$ cat src/sv/tsp_pkg.sv
// ----------------------------------------------------------------------------
// tsp_pkg
// Shared constants, control structs and a helper function of the TS packetizer.
// ----------------------------------------------------------------------------
package tsp_pkg;

    localparam logic [7:0]  TS_SIZE       = 8'd188;
    localparam logic [7:0]  TS_SYNC       = 8'h47;
    localparam logic [32:0] DEFAULT_DELAY = 33'd63000;
    localparam logic [15:0] PES_LEN_MAX   = 16'hFFFF;
    localparam logic [7:0]  AF_FLAGS_PCR  = 8'h50;
    localparam logic [7:0]  PCR_EXT_LOW   = 8'h7E;
    localparam logic [7:0]  STUFF_BYTE    = 8'hFF;
    localparam logic [7:0]  PES_MARKER    = 8'h80;
    localparam logic [7:0]  PES_PTS_DTS   = 8'hC0;
    localparam logic [3:0]  WORD_BYTES    = 4'd8;
    localparam logic [3:0]  STAMP_PTS     = 4'd2;
    localparam logic [3:0]  STAMP_BOTH    = 4'd3;
    localparam logic [3:0]  STAMP_DTS     = 4'd1;

    // Input item commands.
    localparam logic        CMD_START     = 1'b0;
    localparam logic        CMD_BYTE      = 1'b1;

    // Commands from the controller to the datapath.
    typedef struct packed {
        logic start;     // latch frame header fields
        logic latch;     // hold the incoming payload byte
        logic setup;     // prepare the packet header
        logic push_hdr;  // push one header or stuffing byte
        logic push_in;   // push the incoming payload byte
        logic push_held; // push the held payload byte
    } t_ctrl_cmd;

    // Status from the datapath to the controller.
    typedef struct packed {
        logic in_frame;
        logic offset_zero;
        logic hdr_last;
        logic can_push;
    } t_ctrl_status;

    // One byte of a 5-byte PES timestamp field.
    function automatic logic [7:0] stamp_byte(input logic [3:0] prefix,
                                              input logic [32:0] t,
                                              input logic [4:0] k);
        logic [7:0] b;
        case (k)
            5'd0:    b = {prefix, t[32:30], 1'b1};
            5'd1:    b = t[29:22];
            5'd2:    b = {t[21:15], 1'b1};
            5'd3:    b = t[14:7];
            5'd4:    b = {t[6:0], 1'b1};
            default: b = 8'h00;
        endcase
        return b;
    endfunction

endpackage

$ cat src/sv/ts_pes_packetizer_top.sv
// ----------------------------------------------------------------------------
// ts_pes_packetizer_top
// Cuts elementary-stream frames into 188-byte transport packets.
// ----------------------------------------------------------------------------
// A start item (tuser 0) latches the frame fields. Payload items (tuser 1)
// are taken one per cycle while the output word register can drain. The
// payload byte that opens a packet holds off the input through the setup
// state, the header and stuffing bytes (4 to 187 of them) and the push of
// the held byte, and through any output stall; the header byte sequencer
// pushes one byte per cycle into the word packer while the output can drain.
// Output words carry 8 bytes, 4 on a packet's last word (tlast); tuser marks
// a frame's end.
module ts_pes_packetizer_top #(
    parameter int LENGTH_BITS = 24
) (
    input  logic                 i_clk,
    input  logic                 i_rst_n,
    input  logic                 i_cfg_valid,
    output logic                 o_cfg_ready,
    input  logic [32:0]          i_cfg_data,   // presentation_delay
    input  logic                 s_tvalid,
    output logic                 s_tready,
    // payload_byte, pid, stream_id, pts, dts, key_frame, payload_length,
    // continuity_start, zero fill
    input  logic [((100+LENGTH_BITS+7)/8)*8-1:0] s_tdata,
    input  logic [0:0]           s_tuser,      // command
    output logic                 m_tvalid,
    input  logic                 m_tready,
    output logic [71:0]          m_tdata,      // data_word, byte_count, continuity
    output logic                 m_tlast,      // packet_end
    output logic [0:0]           m_tuser       // frame_end
);

    localparam int LO_LEN = 96;
    localparam int LO_CS  = 96 + LENGTH_BITS;

    tsp_pkg::t_ctrl_cmd    w_cmd;
    tsp_pkg::t_ctrl_status w_status;
    logic [63:0]           w_word;
    logic [3:0]            w_count, w_cont;

    assign o_cfg_ready = 1'b1;

    tsp_ctrl u_ctrl (
        .i_clk        (i_clk),
        .i_rst_n      (i_rst_n),
        .i_in_valid   (s_tvalid),
        .i_in_command (s_tuser[0]),
        .o_in_ready   (s_tready),
        .i_status     (w_status),
        .o_cmd        (w_cmd)
    );

    tsp_datapath #(.LENGTH_BITS(LENGTH_BITS)) u_dp (
        .i_clk              (i_clk),
        .i_rst_n            (i_rst_n),
        .i_cmd              (w_cmd),
        .o_status           (w_status),
        .i_cfg_valid        (i_cfg_valid),
        .i_cfg_data         (i_cfg_data),
        .i_payload_byte     (s_tdata[7:0]),
        .i_pid              (s_tdata[20:8]),
        .i_stream_id        (s_tdata[28:21]),
        .i_pts              (s_tdata[61:29]),
        .i_dts              (s_tdata[94:62]),
        .i_key_frame        (s_tdata[95]),
        .i_payload_length   (s_tdata[LO_CS-1:LO_LEN]),
        .i_continuity_start (s_tdata[LO_CS+3:LO_CS]),
        .o_out_valid        (m_tvalid),
        .i_out_ready        (m_tready),
        .o_data_word        (w_word),
        .o_byte_count       (w_count),
        .o_packet_end       (m_tlast),
        .o_frame_end        (m_tuser[0]),
        .o_continuity       (w_cont)
    );

    assign m_tdata = {w_cont, w_count, w_word};

    // Words are full except the short last word of a packet.
    a_count: assert property (@(posedge i_clk) disable iff (!i_rst_n)
        m_tvalid |-> (w_count == 4'd8 || w_count == 4'd4))
        else $error("byte count out of range");

    a_last: assert property (@(posedge i_clk) disable iff (!i_rst_n)
        m_tvalid |-> (m_tlast == (w_count == 4'd4)))
        else $error("packet end does not match short word");

    a_frame: assert property (@(posedge i_clk) disable iff (!i_rst_n)
        (m_tvalid && m_tuser[0]) |-> m_tlast)
        else $error("frame end off a packet end");

    a_short_tail: assert property (@(posedge i_clk) disable iff (!i_rst_n)
        (m_tvalid && m_tlast) |-> (w_word[31:0] == 32'd0))
        else $error("short word has nonzero tail");

endmodule

$ cat src/sv/tsp_ctrl.sv
// ----------------------------------------------------------------------------
// tsp_ctrl
// Sequencer: accepts items, runs the header pass at each packet start.
// ----------------------------------------------------------------------------
module tsp_ctrl (
    input  logic                  i_clk,
    input  logic                  i_rst_n,
    input  logic                  i_in_valid,
    input  logic                  i_in_command,
    output logic                  o_in_ready,
    input  tsp_pkg::t_ctrl_status i_status,
    output tsp_pkg::t_ctrl_cmd    o_cmd
);

    typedef enum logic [1:0] {ST_WAIT, ST_SETUP, ST_HDR, ST_BYTE} t_state;

    t_state r_state, n_state;
    logic   w_accept;

    assign o_in_ready = (r_state == ST_WAIT) && i_status.can_push;
    assign w_accept   = i_in_valid && o_in_ready;

    // Next state and commands.
    always_comb begin
        n_state = r_state;
        o_cmd   = '0;
        unique case (r_state)
            ST_WAIT: begin
                if (w_accept) begin
                    if (i_in_command == tsp_pkg::CMD_START) begin
                        o_cmd.start = 1'b1;
                    end else if (i_status.in_frame) begin
                        if (i_status.offset_zero) begin
                            o_cmd.latch = 1'b1;
                            n_state     = ST_SETUP;
                        end else begin
                            o_cmd.push_in = 1'b1;
                        end
                    end
                end
            end
            ST_SETUP: begin
                o_cmd.setup = 1'b1;
                n_state     = ST_HDR;
            end
            ST_HDR: begin
                if (i_status.can_push) begin
                    o_cmd.push_hdr = 1'b1;
                    if (i_status.hdr_last) begin
                        n_state = ST_BYTE;
                    end
                end
            end
            ST_BYTE: begin
                if (i_status.can_push) begin
                    o_cmd.push_held = 1'b1;
                    n_state         = ST_WAIT;
                end
            end
            default: n_state = ST_WAIT;
        endcase
    end

    // State register.
    always_ff @(posedge i_clk) begin
        if (!i_rst_n) begin
            r_state <= ST_WAIT;
        end else begin
            r_state <= n_state;
        end
    end

endmodule

$ cat src/sv/tsp_datapath.sv
// ----------------------------------------------------------------------------
// tsp_datapath
// Frame registers, header byte generator, word packer and output register.
// ----------------------------------------------------------------------------
module tsp_datapath #(
    parameter int LENGTH_BITS = 24
) (
    input  logic                   i_clk,
    input  logic                   i_rst_n,
    input  tsp_pkg::t_ctrl_cmd     i_cmd,
    output tsp_pkg::t_ctrl_status  o_status,
    input  logic                   i_cfg_valid,
    input  logic [32:0]            i_cfg_data,
    input  logic [7:0]             i_payload_byte,
    input  logic [12:0]            i_pid,
    input  logic [7:0]             i_stream_id,
    input  logic [32:0]            i_pts,
    input  logic [32:0]            i_dts,
    input  logic                   i_key_frame,
    input  logic [LENGTH_BITS-1:0] i_payload_length,
    input  logic [3:0]             i_continuity_start,
    output logic                   o_out_valid,
    input  logic                   i_out_ready,
    output logic [63:0]            o_data_word,
    output logic [3:0]             o_byte_count,
    output logic                   o_packet_end,
    output logic                   o_frame_end,
    output logic [3:0]             o_continuity
);

    localparam int PW = LENGTH_BITS + 1;

    logic [32:0]            r_delay;
    logic [12:0]            r_pid;
    logic [7:0]             r_sid;
    logic [32:0]            r_pts, r_dts;
    logic                   r_key;
    logic [LENGTH_BITS-1:0] r_rem;
    logic [3:0]             r_cc;
    logic                   r_first, r_in_frame;
    logic [7:0]             r_off;
    logic [63:0]            r_acc;
    logic [2:0]             r_fill;
    logic [7:0]             r_byte;
    logic [7:0]             r_hidx, r_aend, r_hend, r_stuff;
    logic                   r_hfirst, r_hadapt, r_two;
    logic [15:0]            r_plen;
    logic [32:0]            r_pcr, r_spts, r_sdts;

    // Setup values for the next packet header.
    logic                   w_two, w_adapt;
    logic [7:0]             w_hsize, w_hlen, w_body, w_stuff, w_aend, w_hend;
    logic [PW-1:0]          w_plen;

    always_comb begin
        w_two   = (r_dts != r_pts);
        w_adapt = r_first && r_key;
        w_hsize = w_two ? 8'd10 : 8'd5;
        w_hlen  = 8'd4 + (w_adapt ? 8'd8 : 8'd0) + (r_first ? 8'd9 + w_hsize : 8'd0);
        w_body  = tsp_pkg::TS_SIZE - w_hlen;
        if (r_rem < LENGTH_BITS'(w_body)) begin
            w_stuff = w_body - r_rem[7:0];
        end else begin
            w_stuff = 8'd0;
        end
        w_aend = (w_adapt ? 8'd12 : 8'd4) + w_stuff;
        w_hend = w_aend + (r_first ? 8'd9 + w_hsize : 8'd0) - 8'd1;
        w_plen = PW'(r_rem) + PW'(w_hsize) + PW'(3);
    end

    // Header byte at the current header index.
    logic [7:0] w_off, w_q, w_hbyte;

    always_comb begin
        w_off = r_hidx - 8'd4;
        w_q   = r_hidx - r_aend;
        if (r_hidx < 8'd4) begin
            case (r_hidx[1:0])
                2'd0: w_hbyte = tsp_pkg::TS_SYNC;
                2'd1: w_hbyte = {1'b0, r_hfirst, 1'b0, r_pid[12:8]};
                2'd2: w_hbyte = r_pid[7:0];
                default: w_hbyte = {2'b00, r_hadapt || (r_stuff != 8'd0), 1'b1, r_cc};
            endcase
        end else if (r_hidx < r_aend) begin
            if (r_hadapt) begin
                case (w_off)
                    8'd0:    w_hbyte = 8'd7 + r_stuff;
                    8'd1:    w_hbyte = tsp_pkg::AF_FLAGS_PCR;
                    8'd2:    w_hbyte = r_pcr[32:25];
                    8'd3:    w_hbyte = r_pcr[24:17];
                    8'd4:    w_hbyte = r_pcr[16:9];
                    8'd5:    w_hbyte = r_pcr[8:1];
                    8'd6:    w_hbyte = {r_pcr[0], tsp_pkg::PCR_EXT_LOW[6:0]};
                    8'd7:    w_hbyte = 8'h00;
                    default: w_hbyte = tsp_pkg::STUFF_BYTE;
                endcase
            end else begin
                case (w_off)
                    8'd0:    w_hbyte = r_stuff - 8'd1;
                    8'd1:    w_hbyte = 8'h00;
                    default: w_hbyte = tsp_pkg::STUFF_BYTE;
                endcase
            end
        end else begin
            case (w_q)
                8'd0, 8'd1: w_hbyte = 8'h00;
                8'd2:       w_hbyte = 8'h01;
                8'd3:       w_hbyte = r_sid;
                8'd4:       w_hbyte = r_plen[15:8];
                8'd5:       w_hbyte = r_plen[7:0];
                8'd6:       w_hbyte = tsp_pkg::PES_MARKER;
                8'd7:       w_hbyte = r_two ? tsp_pkg::PES_PTS_DTS : tsp_pkg::PES_MARKER;
                8'd8:       w_hbyte = r_two ? 8'd10 : 8'd5;
                default: begin
                    if (w_q < 8'd14) begin
                        w_hbyte = tsp_pkg::stamp_byte(
                            r_two ? tsp_pkg::STAMP_BOTH : tsp_pkg::STAMP_PTS,
                            r_spts, 5'(w_q - 8'd9));
                    end else begin
                        w_hbyte = tsp_pkg::stamp_byte(tsp_pkg::STAMP_DTS, r_sdts,
                                                      5'(w_q - 8'd14));
                    end
                end
            endcase
        end
    end

    // Byte push into the word packer.
    logic                   w_push, w_payload, w_emit, w_pend, w_last;
    logic [7:0]             w_pbyte, w_off_new;
    logic [3:0]             w_fill_new;
    logic [63:0]            w_acc_new;
    logic [LENGTH_BITS-1:0] w_rem_new;

    always_comb begin
        w_payload  = i_cmd.push_in || i_cmd.push_held;
        w_push     = w_payload || i_cmd.push_hdr;
        w_pbyte    = i_cmd.push_in ? i_payload_byte : (i_cmd.push_held ? r_byte : w_hbyte);
        w_rem_new  = w_payload ? r_rem - LENGTH_BITS'(1) : r_rem;
        w_acc_new  = r_acc | ({56'd0, w_pbyte} << (6'd56 - {r_fill, 3'b000}));
        w_fill_new = {1'b0, r_fill} + 4'd1;
        w_off_new  = r_off + 8'd1;
        w_pend     = (w_off_new == tsp_pkg::TS_SIZE);
        w_emit     = w_pend || (w_fill_new == tsp_pkg::WORD_BYTES);
        w_last     = (w_rem_new == '0);
    end

    assign o_status.in_frame    = r_in_frame;
    assign o_status.offset_zero = (r_off == 8'd0);
    assign o_status.hdr_last    = (r_hidx == r_hend);
    assign o_status.can_push    = !o_out_valid || i_out_ready;

    // Control registers and output valid.
    always_ff @(posedge i_clk) begin
        if (!i_rst_n) begin
            r_delay     <= tsp_pkg::DEFAULT_DELAY;
            r_in_frame  <= 1'b0;
            r_first     <= 1'b0;
            r_off       <= 8'd0;
            r_fill      <= 3'd0;
            r_rem       <= '0;
            o_out_valid <= 1'b0;
        end else begin
            if (i_cfg_valid) begin
                r_delay <= i_cfg_data;
            end
            if (i_cmd.start) begin
                r_rem      <= i_payload_length;
                r_in_frame <= (i_payload_length != '0);
                r_first    <= 1'b1;
                r_off      <= 8'd0;
                r_fill     <= 3'd0;
            end
            if (i_cmd.setup) begin
                r_first <= 1'b0;
            end
            if (w_push) begin
                r_rem  <= w_rem_new;
                r_fill <= w_emit ? 3'd0 : w_fill_new[2:0];
                r_off  <= w_pend ? 8'd0 : w_off_new;
                if (w_pend && w_last) begin
                    r_in_frame <= 1'b0;
                end
            end
            if (w_push && w_emit) begin
                o_out_valid <= 1'b1;
            end else if (i_out_ready) begin
                o_out_valid <= 1'b0;
            end
        end
    end

    // Frame fields, header setup and packed words.
    always_ff @(posedge i_clk) begin
        if (i_cmd.start) begin
            r_pid <= i_pid;
            r_sid <= i_stream_id;
            r_pts <= i_pts;
            r_dts <= i_dts;
            r_key <= i_key_frame;
            r_cc  <= i_continuity_start;
            r_acc <= 64'd0;
        end
        if (i_cmd.latch) begin
            r_byte <= i_payload_byte;
        end
        if (i_cmd.setup) begin
            r_cc     <= r_cc + 4'd1;
            r_hidx   <= 8'd0;
            r_aend   <= w_aend;
            r_hend   <= w_hend;
            r_stuff  <= w_stuff;
            r_hfirst <= r_first;
            r_hadapt <= w_adapt;
            r_two    <= w_two;
            r_plen   <= (w_plen > PW'(tsp_pkg::PES_LEN_MAX)) ? 16'd0 : w_plen[15:0];
            r_pcr    <= r_dts - r_delay;
            r_spts   <= r_pts + r_delay;
            r_sdts   <= r_dts + r_delay;
        end
        if (i_cmd.push_hdr) begin
            r_hidx <= r_hidx + 8'd1;
        end
        if (w_push) begin
            r_acc <= w_emit ? 64'd0 : w_acc_new;
        end
        if (w_push && w_emit) begin
            o_data_word  <= w_acc_new;
            o_byte_count <= w_fill_new;
            o_packet_end <= w_pend;
            o_frame_end  <= w_pend && w_last;
            o_continuity <= r_cc;
        end
    end

endmodule

$ cat config.mk
export PLATFORM = sky130hd
export DESIGN_NAME = ts_pes_packetizer_top
export DESIGN_NICKNAME = d
export VERILOG_FILES = /design/src/sv/tsp_pkg.sv /design/src/sv/ts_pes_packetizer_top.sv /design/src/sv/tsp_ctrl.sv /design/src/sv/tsp_datapath.sv
export SDC_FILE = /design/constraint.sdc
export NUM_CORES = 1
export LEC_CHECK = 0
export CORE_ASPECT_RATIO = 0.7
export CORE_UTILIZATION = 65
export CTS_CLUSTER_DIAMETER = 150
export DETAILED_ROUTE_END_ITERATION = 6
export DONT_BUFFER_PORTS = 1
export GPL_ROUTABILITY_DRIVEN = 0
export PLACE_DENSITY_LB_ADDON = 0.15
export SETUP_SLACK_MARGIN = 0.15
export SLEW_MARGIN = 0
export SYNTH_ARGS = -nofsm -noshare
export SYNTH_HDL_FRONTEND = slang
export SYNTH_SLANG_ARGS = --single-unit
$ cat constraint.sdc
create_clock -name i_clk -period 8.85 [get_ports i_clk]
set_input_delay 2.2125 -clock i_clk [delete_from_list [all_inputs] [get_ports i_clk]]
set_output_delay 2.2125 -clock i_clk [all_outputs]
set_load 0.005 [all_outputs]
# Yosys cells after proc, flatten, opt, wreduce, memory -nomap -nowiden
# Cells that the tools add are included.
totals:
  regBits: 461
  word_cells: 196
  output_inout_bits: 77
  input_bits: 167
classes:
  order_cmp: 5
  n_eq_ne: 39
  reduce_logical: 28
  bitwise: 2
  n_shift: 1
  n_mux: 64
  n_addsub: 25
ops:
  columns: ["op", "count"]
  rows:
  - ["64-bit 2-to-1 mux", 3]
  - ["8-bit one-hot mux with 8 select lines", 2]
  - ["8-bit 2-to-1 mux", 13]
  - ["8-bit one-hot mux with 5 select lines", 2]
  - ["24-bit 2-to-1 mux", 3]
  - ["33-bit adder", 2]
  - ["8-bit by 3-bit equality test with 1-bit output (second input constant)", 8]
  - ["64-bit bitwise OR", 1]
  - ["8-bit by 6-bit << shifter with 64-bit output", 1]
  - ["33-bit != test", 1]
  - ["33-bit subtractor", 1]
  - ["8-bit by 2-bit equality test with 1-bit output (second input constant)", 4]
  - ["24-bit by 8-bit adder with 25-bit output", 1]
  - ["25-bit by 2-bit adder with 25-bit output (second input constant)", 1]
  - ["25-bit by 16-bit greater-than comparator with 1-bit output (second input constant)", 1]
  - ["8-bit adder", 3]
  - ["24-bit zero test", 1]
  - ["8-bit zero test", 3]
  - ["24-bit by 8-bit less-than comparator with 1-bit output", 1]
  - ["4-bit 2-to-1 mux", 6]
  - ["8-bit one-hot mux with 3 select lines", 1]
  - ["24-bit nonzero test", 1]
  - ["24-bit by 1-bit subtractor with 24-bit output (second input constant)", 1]
  - ["5-bit by 2-bit equality test with 1-bit output (second input constant)", 4]
  - ["other kinds (41)", 99]

# Longest topological paths before layout
logic_depth:
  ltp_word: 14
  depth_mapped: 30
  depth_no_buf: 29

# By module
# A second synthesis with hierarchy kept.
unflattened:
  hier_cells: 2454
  area_unflattened_um2: 26180.1
modules_own_cells:
  columns: ["mod", "area_each_um2", "cells_each", "seq_area_each_um2", "n_inst"]
  rows:
  - ["tsp_datapath", 25943.6, 2424, 12982.5, 1]
  - ["tsp_ctrl", 225.2, 28, 40.0, 1]
  - ["ts_pes_packetizer_top", 11.3, 2, 0.0, 1]

# Worst setup path after synthesis
# Ideal clock, no wire load.
synth_path:
  kind: "input to register"
  start: "input port m_tready"
  end: "register u_dp.r_fill[2]"
  required_time_ps: 8722
  path_buffers: 2
  setup_slack_ps: 732
  stages: 12
  setup_time_ps: 128
  arrival_time_ps: 7990
  path_cell_list: "nand2b_1 > and2_1 > nand2_1 > or2_2 > clkbuf_1 > inv_1 > nor2_1 > inv_1 > clkbuf_1 > o21ai_0 > a21oi_1 > nor2_1"
synth_lines:
  columns: ["element", "line_no", "rtl"]
  rows:
  - ["start: declaration", "ts_pes_packetizer_top.sv:28", "input logic m_tready,"]
  - ["end signal: assignment", "tsp_datapath.sv:179", "r_fill <= w_emit ? 3'd0 : w_fill_new[2:0];"]
  - ["end: declaration", "tsp_datapath.sv:43", "logic [2:0] r_fill;"]

# Final worst setup path
layout_path:
  start: "register u_dp.r_pts[0]"
  end: "register u_dp.r_hend[7] (data pin)"
layout_between:
  elab_chain_len: 11
  elab_cells_between_ends: 12
  cone_classes: "add/sub (7); order compare (1); eq/ne (1); mux (3)"
layout_lines:
  columns: ["element", "line_no", "rtl"]
  rows:
  - ["start: declaration", "tsp_datapath.sv:36", "logic [32:0] r_pts, r_dts;"]
  - ["start signal: assignment", "tsp_datapath.sv:198", "r_pts <= i_pts;"]
  - ["33-bit != test *", "tsp_datapath.sv:56", "w_two = (r_dts != r_pts);"]
  - ["4-bit 2-to-1 mux *", "tsp_datapath.sv:58", "w_hsize = w_two ? 8'd10 : 8'd5;"]
  - ["4-bit by 8-bit adder with 8-bit output *", "tsp_datapath.sv:59", "w_hlen = 8'd4 + (w_adapt ? 8'd8 : 8'd0) + (r_first ? 8'd9 + w_hsize : 8'd0);"]
  - ["8-bit 2-to-1 mux *", "tsp_datapath.sv:59", null]
  - ["8-bit adder *", "tsp_datapath.sv:59", null]
  - ["8-bit subtractor *", "tsp_datapath.sv:60", "w_body = tsp_pkg::TS_SIZE - w_hlen;"]
  - ["24-bit by 8-bit less-than comparator with 1-bit output / 8-bit subtractor (equally long branches)", "tsp_datapath.sv:61, tsp_datapath.sv:62", null]
  - ["8-bit 2-to-1 mux *", "tsp_datapath.sv:61", "if (r_rem < LENGTH_BITS'(w_body)) begin"]
  - ["8-bit adder *", "tsp_datapath.sv:66", "w_aend = (w_adapt ? 8'd12 : 8'd4) + w_stuff;"]
  - ["named net u_dp.w_aend[2]", "tsp_datapath.sv:52", "logic [7:0] w_hsize, w_hlen, w_body, w_stuff, w_aend, w_hend;"]
  - ["8-bit adder *", "tsp_datapath.sv:67", "w_hend = w_aend + (r_first ? 8'd9 + w_hsize : 8'd0) - 8'd1;"]
  - ["8-bit by 1-bit subtractor with 8-bit output *", "tsp_datapath.sv:67", null]
  - ["named net u_dp.w_hend[7]", "tsp_datapath.sv:52", null]
  - ["end signal: assignment", "tsp_datapath.sv:211", "r_hend <= w_hend;"]
  - ["end: declaration", "tsp_datapath.sv:45", "logic [7:0] r_hidx, r_aend, r_hend, r_stuff;"]
# The timed path passes the listed nets; every way through them passes the cells marked *.
# A chain may end at the register's enable or synchronous reset.

==> qor.csv <==
metric,value,unit
Residual DRC,9,
TritonCTS Buffers,44,
Worst Path Max Fanout,14,
total overflow reported by the global router,0,
headroom to the max-slew limit,0.113,
number of enable-type register cells in the synthesized netlist,385,
vias,20586,
global-route wire length before repair,108,mm
number of levels the H-tree was split into,2,
cell count after synthesis,2532,
YS warnings,0,
fill cell instance count of the final layout,2902,
data required time of the worst path,9.17,ns
share of async-settable or async-resettable flops after synthesis,0,
number of global-route vias before repair,18736,
CTS max path bufs,3,
crit start category,flip-flop,
run status,"finished, violations left",
Final TNS setup,0,ns
syn_area_per_cell,10.5,um^2
Detailed Routing Iterations Pass 1,7,
Post-layout nets,2808,
top achievable clock speed,139,MHz
netlist area before placement,0.0265,mm^2
layout overhead on the synthesized area,6.88,%
worst-skew pair later-pin latency,0.58,ns
failing checks,DRC,
average wire length per cell after detail routing,23.5,um
initial antenna violation count,2,
classification of the worst-slack hold path,reg -> reg,
most frequent cells in the layout,"edfxtp_1, nor2_1, a21oi_1, inv_1, ha_1",
sequential area share after synthesis,0.492,
Cell variety after synth,92,
Core Region,0.0399,mm^2
critical path capture point type,flip-flop,
post-detailed-route via-to-cell ratio,6.75,
all-layer global routing usage,0.338,
"sum of internal, switching and leakage power",7780,uW
number of port buffers,0,
ports placed on the boundary,244,
cell with the largest stage delay on the worst path,xnor2_1,
die area,0.0416,mm^2
unrepaired setup endpoints after global routing,false,
leakage component of the power,0.0106,uW
worst slack at placement,1.92,ns
highest ir drop seen on vdd,192,uV
Cell Rows,61,
Post-CTS Resized,0,
class of the most critical setup path,reg -> reg,
share of post-route cells with drive strength above 1,0.0497,
half-perimeter wire length after placement,53.1,mm
WP data arrival,7.50,ns
clock period minus final worst setup slack,7.18,ns
CTS tree,built,
total setup violations reported at the end of the flow,0,
Final period util,0.811,
Die Y,171,um
post-CTS setup repair buffer count,0,
die span in x,243,um
cell at the root of the clock tree,clkbuf_16,
CP dominant cell by count,ha_1,
number of nets still failing antenna checks after routing,0,
CTS Sinks,458,
clock-pin slew of the registers on the worst-case setup and hold paths,0.07,ns
power density over the cells,275,mW/mm^2
"wirelength, routed",71.7,mm
largest net degree at the start of global routing,79,
Max Clock Skew,0.0211,ns
Worst path max stage delay,0.61,ns
actual transition at the worst max-transition pin,1.33,ns
hold-fix buffers at CTS,0,
final number of max-transition violations,0,
number of DRC violations after detailed-routing iteration 0,2882,
Initial Util,0.663,
Fin. Hold Viols,0,
ys flop type,edfxtp_1,
maximum capacitance violations,0,
synthesized flop and latch total,458,
syn nets,2861,
"Worst Setup Slack, final",1.67,ns
"leading cell type in the layout, fill and taps excluded",edfxtp_1,
==> sequential cells by signal (all words and copies together) (netlist names), 8 cells and up <==
signal and count:
u_dp.r_stuff 8, u_dp.r_off 8, u_dp.r_hidx 8, u_dp.r_delay 33, u_dp.o_data_word 64, u_dp.r_spts 33, u_dp.r_acc 64, u_dp.r_plen 16
u_dp.r_sdts 33, u_dp.r_pts 33, u_dp.r_pid 13, u_dp.r_rem 24, u_dp.r_byte 8, u_dp.r_dts 33, u_dp.r_sid 8, u_dp.r_pcr 32
u_dp.r_hend 8
==> power breakdown <==
| group | internal [uW] | total [uW] | switching [uW] |
|---|---|---|---|
| registers | 2840 | 3120 | 282 |
| logic | 963 | 2740 | 1780 |
| clock network | 1090 | 1910 | 828 |
| total | 4890 | 7780 | 2890 |
==> worst paths after layout <==
check | from | end | slack, ns | depth (start not counted)
setup reg to reg | u_dp.r_pts[0]$_DFFE_PP_ | u_dp.r_hend[7]$_DFFE_PP_ | 1.67 | 28
hold / removal | u_dp.r_cc[1]$_DFFE_PP_ | u_dp.o_continuity[1]$_DFFE_PP_ | 0.52 | 0
setup / recovery | u_dp.r_pts[0]$_DFFE_PP_ | u_dp.r_hend[7]$_DFFE_PP_ | 1.67 | 28
hold reg to reg | u_dp.r_cc[1]$_DFFE_PP_ | u_dp.o_continuity[1]$_DFFE_PP_ | 0.52 | 0
==> cells by family (layout without fill, tap and decap cells) <==
group	after synthesis	in the layout	share of synthesized area
flops	458	458	0.492
other cells	1	2	0.000142
mux	49	49	0.0200
buf+inv	283	264	0.0410
fa+ha+maj	162	162	0.0788
xor+xnor	182	182	0.0607
simple gates	745	745	0.135
compound gates	652	652	0.172
==> critical path: cells and delay by family, from the launching register on <==
| kind | cells | cell delay, ns |
|---|---|---|
| DFF | 1 | 0.42 |
| and+or+nand+nor | 7 | 1.72 |
| xor gates and xnor gates | 6 | 1.42 |
| AOI/OAI and AO/OA | 6 | 1.24 |
| buffers and inverters | 4 | 0.44 |
| adders and majority gates | 5 | 1.64 |
==> synth_stat cells (49+ instances only) <==
library cell | number | share of area
a21oi_1 | 181 | 0.034
clkbuf_1 | 100 | 0.014
dfxtp_1 | 73 | 0.055
edfxtp_1 | 385 | 0.44
ha_1 | 154 | 0.073
inv_1 | 158 | 0.022
nand2_1 | 142 | 0.020
nand3_1 | 49 | 0.0093
nor2_1 | 256 | 0.036
nor3_1 | 63 | 0.012
o21ai_0 | 80 | 0.015
xnor2_1 | 127 | 0.042
xor2_1 | 54 | 0.018
==> layer usage <==
layer	GRT usage	wire [um]	up-vias
met2	0.484	30200	1259
met3	0.101	9430	128
met1	0.506	30800	9932
met5	0	7	-
li1	-	-	9265
met4	0.0675	1320	2
==> layout make-up <==
| type | instances | area, um^2 | share of cell area |
|---|---|---|---|
| antenna | 1 | 2.50 | 0.0000884 |
| clock buffer | 58 | 1170 | 0.0415 |
| clock inverter | 22 | 262 | 0.00924 |
| inverter | 163 | 614 | 0.0217 |
| multi-input combinational | 1791 | 12400 | 0.438 |
| sequential | 458 | 13000 | 0.460 |
| tap | 535 | 669 | 0.0237 |
| timing repair buffer | 21 | 158 | 0.00557 |
==> metrics by stage <==
step                cell area [um^2]  hold slack, ns  cells  utilization
floorplan                      26500           0.466   2532            -
global placement               26900           0.485   2968        0.673
detailed placement             26900           0.500   2968        0.673
CTS                            28300           0.515   3048        0.709
global route                   28300           0.546   3048        0.709
finish                         28300           0.523   3049        0.709
Note: power is estimated with default switching activity, not from simulation.
